<file path="src/rtl/core/rog_pkg.sv">
`default_nettype none
// ----------------------------------------------------------------------------
// rog_pkg
// shared types and constants for the reference-counted output power gate
// ----------------------------------------------------------------------------
package rog_pkg;

    localparam int SOURCES        = 4;
    localparam int MAX_PER_SOURCE = 255;

    localparam int FUNC_W    = 3;
    localparam int SRC_ID_W  = 2;
    localparam int EXT_W     = 8;
    localparam int SRC_CNT_W = 8;
    localparam int TOTAL_W   = 10;
    localparam int DELAY_W   = 16;
    localparam int FAULT_W   = 2;
    localparam int CFG_IDX_W = 1;
    localparam int CFG_W     = 16;

    typedef enum logic [1:0] {
        MODE_IDLE    = 2'd0,
        MODE_PLAYING = 2'd1,
        MODE_DELAY   = 2'd2
    } gate_mode_t;

    localparam logic [FUNC_W-1:0] FUNC_ACQUIRE    = 3'd0;
    localparam logic [FUNC_W-1:0] FUNC_RELEASE    = 3'd1;
    localparam logic [FUNC_W-1:0] FUNC_OPEN_REQ   = 3'd2;
    localparam logic [FUNC_W-1:0] FUNC_CLOSE_REQ  = 3'd3;
    localparam logic [FUNC_W-1:0] FUNC_TICK       = 3'd4;
    localparam logic [FUNC_W-1:0] FUNC_LOCK_CHECK = 3'd5;

    localparam logic [FAULT_W-1:0] FAULT_NONE      = 2'd0;
    localparam logic [FAULT_W-1:0] FAULT_REL_ZERO  = 2'd1;
    localparam logic [FAULT_W-1:0] FAULT_ACQ_SAT   = 2'd2;

    localparam logic [CFG_IDX_W-1:0] CFG_GATE_ENABLED    = 1'd0;
    localparam logic [CFG_IDX_W-1:0] CFG_OFF_DELAY_TICKS = 1'd1;

    localparam logic [DELAY_W-1:0] OFF_DELAY_RESET = 16'd3000;

endpackage : rog_pkg
`default_nettype wire

</file>
<file path="src/rtl/core/refcounted_output_power_gate.sv">
`default_nettype none
// ----------------------------------------------------------------------------
// refcounted_output_power_gate
// per-source reference counting with a gated open/close and tick-driven
// delayed close
// ----------------------------------------------------------------------------
// an accepted transaction passes the input register, then the result register
// throughput: one transaction per cycle unless out_stall holds the result; the
// state update and result are one combinational pass, input to result register
// reset: mode idle, all counts and countdown zero, gating enabled, delay 3000
// ----------------------------------------------------------------------------
module refcounted_output_power_gate
(
    input  wire logic                             clk,
    input  wire logic                             rst_n,

    input  wire logic                             cfg_we,
    input  wire logic [rog_pkg::CFG_IDX_W-1:0]    cfg_index,
    input  wire logic [rog_pkg::CFG_W-1:0]        cfg_data,

    input  wire logic                             in_valid,
    output logic                                  in_stall,
    input  wire logic [rog_pkg::FUNC_W-1:0]       func,
    input  wire logic [rog_pkg::SRC_ID_W-1:0]     source_id,
    input  wire logic                             refresh_flag,
    input  wire logic [rog_pkg::EXT_W-1:0]        external_locks,

    output logic                                  out_valid,
    input  wire logic                             out_stall,
    output logic                                  permit,
    output logic                                  open_cmd,
    output logic                                  close_cmd,
    output logic [1:0]                            gate_state,
    output logic [rog_pkg::TOTAL_W-1:0]           total_count,
    output logic [rog_pkg::SRC_CNT_W-1:0]         source_count,
    output logic [rog_pkg::FAULT_W-1:0]           fault
);
    import rog_pkg::*;

    // configuration
    logic                   gate_enabled_reg;
    logic [DELAY_W-1:0]     off_delay_reg;

    // input register
    logic                   in_valid_reg;
    logic [FUNC_W-1:0]      func_reg;
    logic [SRC_ID_W-1:0]    src_reg;
    logic                   refresh_reg;
    logic [EXT_W-1:0]       ext_reg;

    // gate state
    gate_mode_t             mode_reg, mode_next;
    logic [TOTAL_W-1:0]     total_reg, total_next;
    logic [SRC_CNT_W-1:0]   per_src_reg [SOURCES];
    logic [SRC_CNT_W-1:0]   per_src_next [SOURCES];
    logic [DELAY_W-1:0]     delay_reg, delay_next;
    logic                   force_open_reg, force_open_next;
    logic                   force_close_reg, force_close_next;

    // result register
    logic                   out_valid_reg;
    logic                   permit_reg, permit_next;
    logic                   open_cmd_reg, open_cmd_next;
    logic                   close_cmd_reg, close_cmd_next;
    logic [1:0]             gate_state_reg;
    logic [TOTAL_W-1:0]     total_count_reg;
    logic [SRC_CNT_W-1:0]   source_count_reg, source_count_next;
    logic [FAULT_W-1:0]     fault_reg, fault_next;

    logic                   fire;
    logic                   in_accept;
    logic                   src_ok;
    logic [SRC_CNT_W-1:0]   cur_src;
    logic                   held;
    logic [DELAY_W-1:0]     delay_dec;

    assign fire      = in_valid_reg && (!out_valid_reg || !out_stall);
    assign in_stall  = in_valid_reg && !fire;
    assign in_accept = in_valid && !in_stall;

    assign src_ok    = 32'(src_reg) < SOURCES;
    assign cur_src   = src_ok ? per_src_reg[src_reg] : '0;
    assign held      = (total_reg != '0) || (ext_reg != '0);
    assign delay_dec = delay_reg - DELAY_W'(1);

    // configuration writes
    always_ff @(posedge clk or negedge rst_n)
    begin
        if (!rst_n)
        begin
            gate_enabled_reg <= 1'b1;
            off_delay_reg    <= OFF_DELAY_RESET;
        end
        else if (cfg_we)
        begin
            case (cfg_index)
                CFG_GATE_ENABLED:    gate_enabled_reg <= cfg_data[0];
                CFG_OFF_DELAY_TICKS: off_delay_reg    <= cfg_data[DELAY_W-1:0];
                default:             ;
            endcase
        end
    end

    // input register
    always_ff @(posedge clk or negedge rst_n)
    begin
        if (!rst_n)
        begin
            in_valid_reg <= 1'b0;
        end
        else if (in_accept)
        begin
            in_valid_reg <= 1'b1;
        end
        else if (fire)
        begin
            in_valid_reg <= 1'b0;
        end
    end

    always_ff @(posedge clk)
    begin
        if (in_accept)
        begin
            func_reg    <= func;
            src_reg     <= source_id;
            refresh_reg <= refresh_flag;
            ext_reg     <= external_locks;
        end
    end

    // next state and result
    always_comb
    begin
        mode_next         = mode_reg;
        total_next        = total_reg;
        per_src_next      = per_src_reg;
        delay_next        = delay_reg;
        force_open_next   = force_open_reg;
        force_close_next  = force_close_reg;
        permit_next       = 1'b0;
        open_cmd_next     = 1'b0;
        close_cmd_next    = 1'b0;
        fault_next        = FAULT_NONE;
        source_count_next = '0;

        case (func_reg)
            FUNC_ACQUIRE:
            begin
                if (gate_enabled_reg && src_ok)
                begin
                    if (32'(cur_src) >= MAX_PER_SOURCE)
                    begin
                        fault_next = FAULT_ACQ_SAT;
                    end
                    else
                    begin
                        per_src_next[src_reg] = cur_src + SRC_CNT_W'(1);
                        total_next            = total_reg + TOTAL_W'(1);
                        if (total_reg == '0 && mode_reg == MODE_IDLE)
                        begin
                            open_cmd_next = 1'b1;
                        end
                    end
                end
            end
            FUNC_RELEASE:
            begin
                if (gate_enabled_reg && src_ok)
                begin
                    if (cur_src == '0)
                    begin
                        fault_next = FAULT_REL_ZERO;
                    end
                    else
                    begin
                        per_src_next[src_reg] = cur_src - SRC_CNT_W'(1);
                        if (total_reg != '0)
                        begin
                            total_next = total_reg - TOTAL_W'(1);
                        end
                    end
                end
            end
            FUNC_OPEN_REQ:
            begin
                if (!gate_enabled_reg)
                begin
                    permit_next = 1'b1;
                end
                else if (force_open_reg)
                begin
                    force_open_next = 1'b0;
                    permit_next     = 1'b1;
                end
                else if (mode_reg == MODE_IDLE)
                begin
                    permit_next = 1'b1;
                end
                else if (mode_reg == MODE_DELAY)
                begin
                    mode_next  = MODE_PLAYING;
                    delay_next = '0;
                end
                if (permit_next && mode_reg != MODE_PLAYING)
                begin
                    mode_next  = MODE_PLAYING;
                    delay_next = '0;
                end
            end
            FUNC_CLOSE_REQ:
            begin
                if (!gate_enabled_reg)
                begin
                    permit_next = 1'b1;
                end
                else if (force_close_reg)
                begin
                    force_close_next = 1'b0;
                    permit_next      = 1'b1;
                end
                else if (mode_reg == MODE_PLAYING && !held)
                begin
                    mode_next  = MODE_DELAY;
                    delay_next = off_delay_reg;
                end
                if (permit_next)
                begin
                    mode_next  = MODE_IDLE;
                    delay_next = '0;
                end
            end
            FUNC_TICK:
            begin
                if (mode_reg == MODE_DELAY && !force_close_reg)
                begin
                    if (delay_reg != '0)
                    begin
                        delay_next = delay_dec;
                    end
                    // expiry on an empty count or on the last decrement
                    if (delay_reg == '0 || delay_dec == '0)
                    begin
                        if (held)
                        begin
                            mode_next  = MODE_PLAYING;
                            delay_next = '0;
                        end
                        else
                        begin
                            force_close_next = 1'b1;
                            close_cmd_next   = 1'b1;
                        end
                    end
                end
            end
            FUNC_LOCK_CHECK:
            begin
                if (held)
                begin
                    if (mode_reg == MODE_IDLE)
                    begin
                        open_cmd_next = 1'b1;
                    end
                    else
                    begin
                        if (mode_reg == MODE_DELAY)
                        begin
                            mode_next  = MODE_PLAYING;
                            delay_next = '0;
                        end
                        // only external locks hold the device and refresh is set: force a reopen
                        if (refresh_reg && ext_reg != '0 && total_reg == '0)
                        begin
                            force_open_next = 1'b1;
                            open_cmd_next   = 1'b1;
                        end
                    end
                end
                else if (mode_reg == MODE_PLAYING)
                begin
                    mode_next  = MODE_DELAY;
                    delay_next = off_delay_reg;
                end
            end
            default:
            begin
            end
        endcase

        if (src_ok)
        begin
            source_count_next = per_src_next[src_reg];
        end
    end

    // gate state register
    always_ff @(posedge clk or negedge rst_n)
    begin
        if (!rst_n)
        begin
            mode_reg        <= MODE_IDLE;
            total_reg       <= '0;
            delay_reg       <= '0;
            force_open_reg  <= 1'b0;
            force_close_reg <= 1'b0;
            for (int i = 0; i < SOURCES; i++)
            begin
                per_src_reg[i] <= '0;
            end
        end
        else if (fire)
        begin
            mode_reg        <= mode_next;
            total_reg       <= total_next;
            delay_reg       <= delay_next;
            force_open_reg  <= force_open_next;
            force_close_reg <= force_close_next;
            per_src_reg     <= per_src_next;
        end
    end

    // result register
    always_ff @(posedge clk or negedge rst_n)
    begin
        if (!rst_n)
        begin
            out_valid_reg <= 1'b0;
        end
        else if (fire)
        begin
            out_valid_reg <= 1'b1;
        end
        else if (!out_stall)
        begin
            out_valid_reg <= 1'b0;
        end
    end

    always_ff @(posedge clk)
    begin
        if (fire)
        begin
            permit_reg       <= permit_next;
            open_cmd_reg     <= open_cmd_next;
            close_cmd_reg    <= close_cmd_next;
            gate_state_reg   <= mode_next;
            total_count_reg  <= total_next;
            source_count_reg <= source_count_next;
            fault_reg        <= fault_next;
        end
    end

    assign out_valid    = out_valid_reg;
    assign permit       = permit_reg;
    assign open_cmd     = open_cmd_reg;
    assign close_cmd    = close_cmd_reg;
    assign gate_state   = gate_state_reg;
    assign total_count  = total_count_reg;
    assign source_count = source_count_reg;
    assign fault        = fault_reg;

endmodule : refcounted_output_power_gate
`default_nettype wire
</file>
<file path="config.mk">
export PLATFORM = sky130hd
export DESIGN_NAME = refcounted_output_power_gate
export DESIGN_NICKNAME = d
export VERILOG_FILES = /design/src/rtl/core/rog_pkg.sv /design/src/rtl/core/refcounted_output_power_gate.sv
export SDC_FILE = /design/constraint.sdc
export NUM_CORES = 1
export LEC_CHECK = 0
export BUFFER_PORTS_ARGS = -buffer_cell sky130_fd_sc_hd__buf_2
export CORE_MARGIN = 1.5
export CORE_UTILIZATION = 65
export CTS_CLUSTER_SIZE = 25
export DETAILED_ROUTE_END_ITERATION = 16
export PLACE_DENSITY = 0.87
export SYNTH_ARGS = -nofsm -noshare
export SYNTH_HDL_FRONTEND = slang
export SYNTH_SLANG_ARGS = --single-unit
</file>
<file path="constraint.sdc">
create_clock -name clk -period 6.32 [get_ports clk]
set_input_delay 1.264 -clock clk [delete_from_list [all_inputs] [get_ports clk]]
set_output_delay 1.264 -clock clk [all_outputs]
set_load 0.005 [all_outputs]
</file>
Word-level counts from Yosys, hierarchy flattened:

Cells that the tools add are included.

* eq/ne operators: 23
* order comparisons: 3
* bitwise gates (word level): 2
* $add $sub $neg: 5
* mux-type cells: 86
* reduce and logical (&&, ||, !) cells: 38

Operators by type and width (count)
* 2-to-1 mux 16 bit: 15
* 2-to-1 mux 32 bit: 4
* bitwise mux 32 bit: 2
* one-hot mux 16 bit (4 select lines): 1
* one-hot mux 32 bit (2 select lines): 1
* 2-to-1 mux 10 bit: 5
* 2-to-1 mux 8 bit: 5
* binary-select mux 8 bit (select 2 bit): 2
* logical NOT 16 bit: 2
* 2-to-1 mux 2 bit: 16
* 2-to-1 mux 1 bit: 27
* one-hot mux 10 bit (2 select lines): 1
* inequality test 3 bit, second input constant: 6
* demux 8 bit (select 2 bit): 1
* inequality test 2 bit, second input constant: 8
* nonzero test 16 bit: 1
* subtractor 16 x 1 -> 16 bit, second input constant: 1
* AND reduction 6 bit: 2
* adder 10 x 1 -> 10 bit, second input constant: 1
* logical AND 1 bit: 10
* logical NOT 10 bit: 1
* nonzero test 10 bit: 1
* subtractor 10 x 1 -> 10 bit, second input constant: 1
* AND reduction 9 bit: 1
* other kinds (26): 42

* bits in registers: 120
* logic and storage cells: 181
* input bits: 36
* output and inout port bits: 27

Depth between registers and ports, before layout:

* depth in word-level cells: 12
* gate-level depth with buffers: 13
* depth with buffers taken out: 9

Worst setup path before layout:

Ideal clock, no wire load.

* path kind: input to register
* start: input port out_stall
* end: register close_cmd_reg, in the netlist close_cmd (enable)
* library setup time: 399 ps
* data required time: 5921 ps
* cell stages on the path: 5
* arrival: 2659 ps
* path buffers: 2
* setup slack: 3262 ps
* path through: nand2_1 nand2_1 inv_1 clkbuf_1 buf_1

* word-level cells in the longest chain between the ends: 3

Ends and longest elaborated chain
* from (decl): RTL line refcounted_output_power_gate.sv:29 `input wire logic out_stall,`
* logical NOT 1 bit
* logical OR 1 bit: RTL line refcounted_output_power_gate.sv:77 `assign fire = in_valid_reg && (!out_valid_reg || !out_stall);`
* logical AND 1 bit: RTL line refcounted_output_power_gate.sv:77
* named net fire: RTL line refcounted_output_power_gate.sv:70 `logic fire;`
* to (signal assigned): RTL line refcounted_output_power_gate.sv:346 `close_cmd_reg <= close_cmd_next;`
* to (decl): RTL line refcounted_output_power_gate.sv:64 `logic close_cmd_reg, close_cmd_next;`

The timed path passes the listed nets, and every way through them passes these cells.
A chain may end at the register's enable or synchronous reset.

Final worst setup path:

* start: register src_reg[0]
* end: register source_count_reg[5], in the netlist source_count[5] (data pin)

* word-level cells in the longest chain between the ends: 12
* elaborated cells between the ends (all ways): 23
* those cells by class: add/sub: 2; order compare: 3; mux: 15; bitwise: 1; reduce/logical: 2

Ends and longest elaborated chain
* from (decl): RTL line refcounted_output_power_gate.sv:47 `logic [SRC_ID_W-1:0] src_reg;`
* from (signal assigned): RTL line refcounted_output_power_gate.sv:126 `src_reg <= source_id;`
* inverter 2 -> 3 bit (implied by the code) *
* binary-select mux 8 bit (select 2 bit), or another cell as far along: RTL line refcounted_output_power_gate.sv:82 `assign cur_src = src_ok ? per_src_reg[src_reg] : '0;`
* 2-to-1 mux 8 bit (implied by the code) / logical AND 1 bit (equally long branches): RTL line refcounted_output_power_gate.sv:82, refcounted_output_power_gate.sv:158, refcounted_output_power_gate.sv:177
* 2-to-1 mux 8 bit, on equally long branches: RTL line refcounted_output_power_gate.sv:82, refcounted_output_power_gate.sv:158, refcounted_output_power_gate.sv:177
* subtractor 8 x 1 -> 8 bit, or another cell as far along: RTL line refcounted_output_power_gate.sv:177 `per_src_next[src_reg] = cur_src - SRC_CNT_W'(1);`
* bitwise mux 32 bit, on equally long branches: RTL line refcounted_output_power_gate.sv:177, refcounted_output_power_gate.sv:158
* 2-to-1 mux 32 bit, on equally long branches: RTL line refcounted_output_power_gate.sv:171, refcounted_output_power_gate.sv:152
* 2-to-1 mux 32 bit, on equally long branches: RTL line refcounted_output_power_gate.sv:169, refcounted_output_power_gate.sv:150
* one-hot mux 32 bit (2 select lines): RTL line refcounted_output_power_gate.sv:147 `case (func_reg)`
* binary-select mux 8 bit (select 2 bit) *: RTL line refcounted_output_power_gate.sv:293 `source_count_next = per_src_next[src_reg];`
* 2-to-1 mux 8 bit (implied by the code) * (2 in a row): RTL line refcounted_output_power_gate.sv:293
* named net source_count_next[5]: RTL line refcounted_output_power_gate.sv:67 `logic [SRC_CNT_W-1:0] source_count_reg, source_count_next;`
* to (signal assigned): RTL line refcounted_output_power_gate.sv:349 `source_count_reg <= source_count_next;`
* to (decl): RTL line refcounted_output_power_gate.sv:67

The timed path passes the listed nets; every way through them passes the cells marked *. The select of a mux whose other input is x is not followed.

==> reports/metrics.cfg <==
[clock_tree]
clock_latency_ps = 540
cts_setup_buffers = 0
clk_pin_slew_ps = 60
ctsLongestPathBuffers = 2
cts.repair.resized = 0
cts_tree = yes
htreeDepth = 4
tritoncts.num_buffers = 17
cts.sinks = 120
cts.root.buffer_cell = clkbuf_8
hold_buffers = 0

[route]
firstDrtPassIters = 6
antenna_left = 0
routed-via-count = 6150
drtIter0Drc = 577
totalWireLength_mm = 18.4
viasPerCell = 6.69
drc = 0
wire_per_inst_um = 20.1

[synthesis]
yosysSeqAreaShare_pct = 45.0
avgSynthCellArea_um2 = 9.83
yosysWarnings = 0
postSynthCellCount = 725
ys.flop_type = dfrtp_1
synth_common_cells = dfrtp_1 (73), nand2_1 (73), nor2_1 (47), edfxtp_1 (39), a21oi_1 (36)
synth_cell_type_count = 78
synth_edf_count = 39
netlist.area_leader.share_pct = 25.6
synth.cell_area_um2 = 7130
yosys-top-cells-area = dfrtp_1 (26%), edfxtp_1 (16%), nand2_1 (3.8%)
synth.ff_latch_count = 120
synth_top_area_cell = dfrtp_1
synth_fp_nets = 769
async_reset_ff_share_pct = 67.5

[worst_setup_path]
max_stage_delay_ps = 1080
cp_num_buf_inv = 1
required_ps = 6580
worstPathArrival_ps = 4760
cp_slowest_cell = edfxtp_1
critPathCaptureType = flip-flop
crit_type = flip-flop to flip-flop
critPathLaunchType = flip-flop
cp_cell_sequence = mux4_2 > inv_1 > ha_1 > or3b_1 > o21ai_1 > nor3_1 > a222oi_1 > a32o_1 > a211oi_2
crit_fanout = 28
cp_top_family = compound AO/OA/AOI/OAI gates

[power]
p_per_area_nw_per_um2 = 428
total_leakage_power_nw = 3.22
p_total_mw = 3.47
ir_drop_mv = 0.455

[final_layout]
largest_reg_flops = 32
final_core_util_pct = 75.5
final_nets = 810
antenna_cells = 0
area_delta_synth_final_pct = 13.9
final_area_um2 = 8120
layout-drive-gt1-share_pct = 19.5

[timing]
finClkSkew_ps = 10.7
hold_viol_final = 0
fmax_mhz = 222
finalSetupViolations = 0
worst_slew_pin_slew_ps = 1140
setup_tns_ps = 0
rsz0062_at_grt = false
drv_slew = 0
period_needed_ps = 4500
slew_headroom_pct = 23.6
post-route-period-util_pct = 71.3

[placement]
dp_hpwl_mm = 12.3
port-buffer-count = 62
finalWeightedCongestion = 0.985
placed_area_um2 = 7460

[die]
pin_count = 63
core-area_um2 = 10700
dieWidth_um = 108
die_h_um = 108
initial_core_util_pct = 66.3
dieArea_um2 = 11600
placementRows = 38

[global_route]
grt_pass1_vias = 5988
antenna_found_initial = 0
grt_pass1_wl_mm = 30.2
grt_max_degree = 82
gr-total-overflow = 0
grtUsageTotal_pct = 34.0

[run]
cap_violations = 0

[min_path]
hold_path_class = flip-flop to flip-flop

[status]
outcome = completed

==> report_power, final <==
part	switching (mW)	total, mW	internal (mW)
sequential	0.256	1.29	1.03
clock	0.349	1.06	0.711
combinational	0.640	1.12	0.483
==> layout by cell type, fill, tap and decap left out, types with 14 or more instances in the layout <==
cell | netlist | final
clkbuf_16 | 0 | 19
nand2_1 | 73 | 73
and2_1 | 14 | 14
nor2_1 | 47 | 47
buf_2 | 7 | 61
xor2_1 | 22 | 22
nand3_1 | 25 | 25
o21ai_0 | 35 | 35
edfxtp_1 | 39 | 39
dfrtp_1 | 73 | 73
a21oi_1 | 36 | 36
mux2_2 | 21 | 21
xnor2_1 | 20 | 20
inv_1 | 16 | 16
nor3_1 | 17 | 17
==> worst reg2reg max path: stages, from the launching register on <==
cell and delay (ps):
edfxtp_1 1080, mux4_2 700, inv_1 110, ha_1 130
or3b_1 470, o21ai_1 810, nor3_1 230, a222oi_1 440
a32o_1 210, a211oi_2 50
==> worst paths after layout <==
check / startpoint / end / slack, ps / depth (start not counted)
setup / recovery: src_reg[0] / source_count[5] / 1820 / 9
hold / removal: per_src_reg[8] / per_src_reg[8] / 490 / 1
setup reg to reg: src_reg[0] / source_count[5] / 1820 / 9
hold reg to reg: per_src_reg[8] / per_src_reg[8] / 490 / 1
max in group asynchronous: rst_n / per_src_reg[2] / 4690 / 1
min in group asynchronous: rst_n / total_reg[8] / 880 / 1
==> routing by layer <==
metal,vias up,wire [um],global-route usage (%)
met3,44,1740,8.66
met4,0,401,11.8
li1,2799,-,-
met5,-,0,0
met1,2950,7540,45.7
met2,357,8750,54.0
==> final cells by class <==
cell class | instances | area [um2]
sequential | 120 | 3210
fill | 730 | 2630
timing repair buffer | 71 | 380
inverter | 16 | 60.1
clock buffer | 22 | 497
clock inverter | 10 | 160
multi-input combinational | 540 | 3640
tap | 140 | 175
==> logic make-up after synthesis <==
kind of cell / after synthesis / synth area share [%]
AOI/OAI and AO/OA: 206 / 20.2
adders and majority gates: 8 / 1.40
buffers and inverters: 65 / 3.97
DFF: 120 / 45.0
and+or+nand+nor: 247 / 17.3
xor gates and xnor gates: 42 / 5.16
muxes: 37 / 6.97
==> through the flow <==
| step | setup slack (ps) | hold WS (ps) | instances |
|---|---|---|---|
| after global routing | 1570 | 501 | 919 |
| after CTS | 1850 | 486 | 919 |
| after detailed placement | 1850 | 474 | 887 |
| after global placement | 2010 | 463 | 887 |
| final | 1820 | 490 | 919 |
| after floorplan | 3260 | 440 | 725 |
No activity file was read; power rests on OpenSTA's default activity.
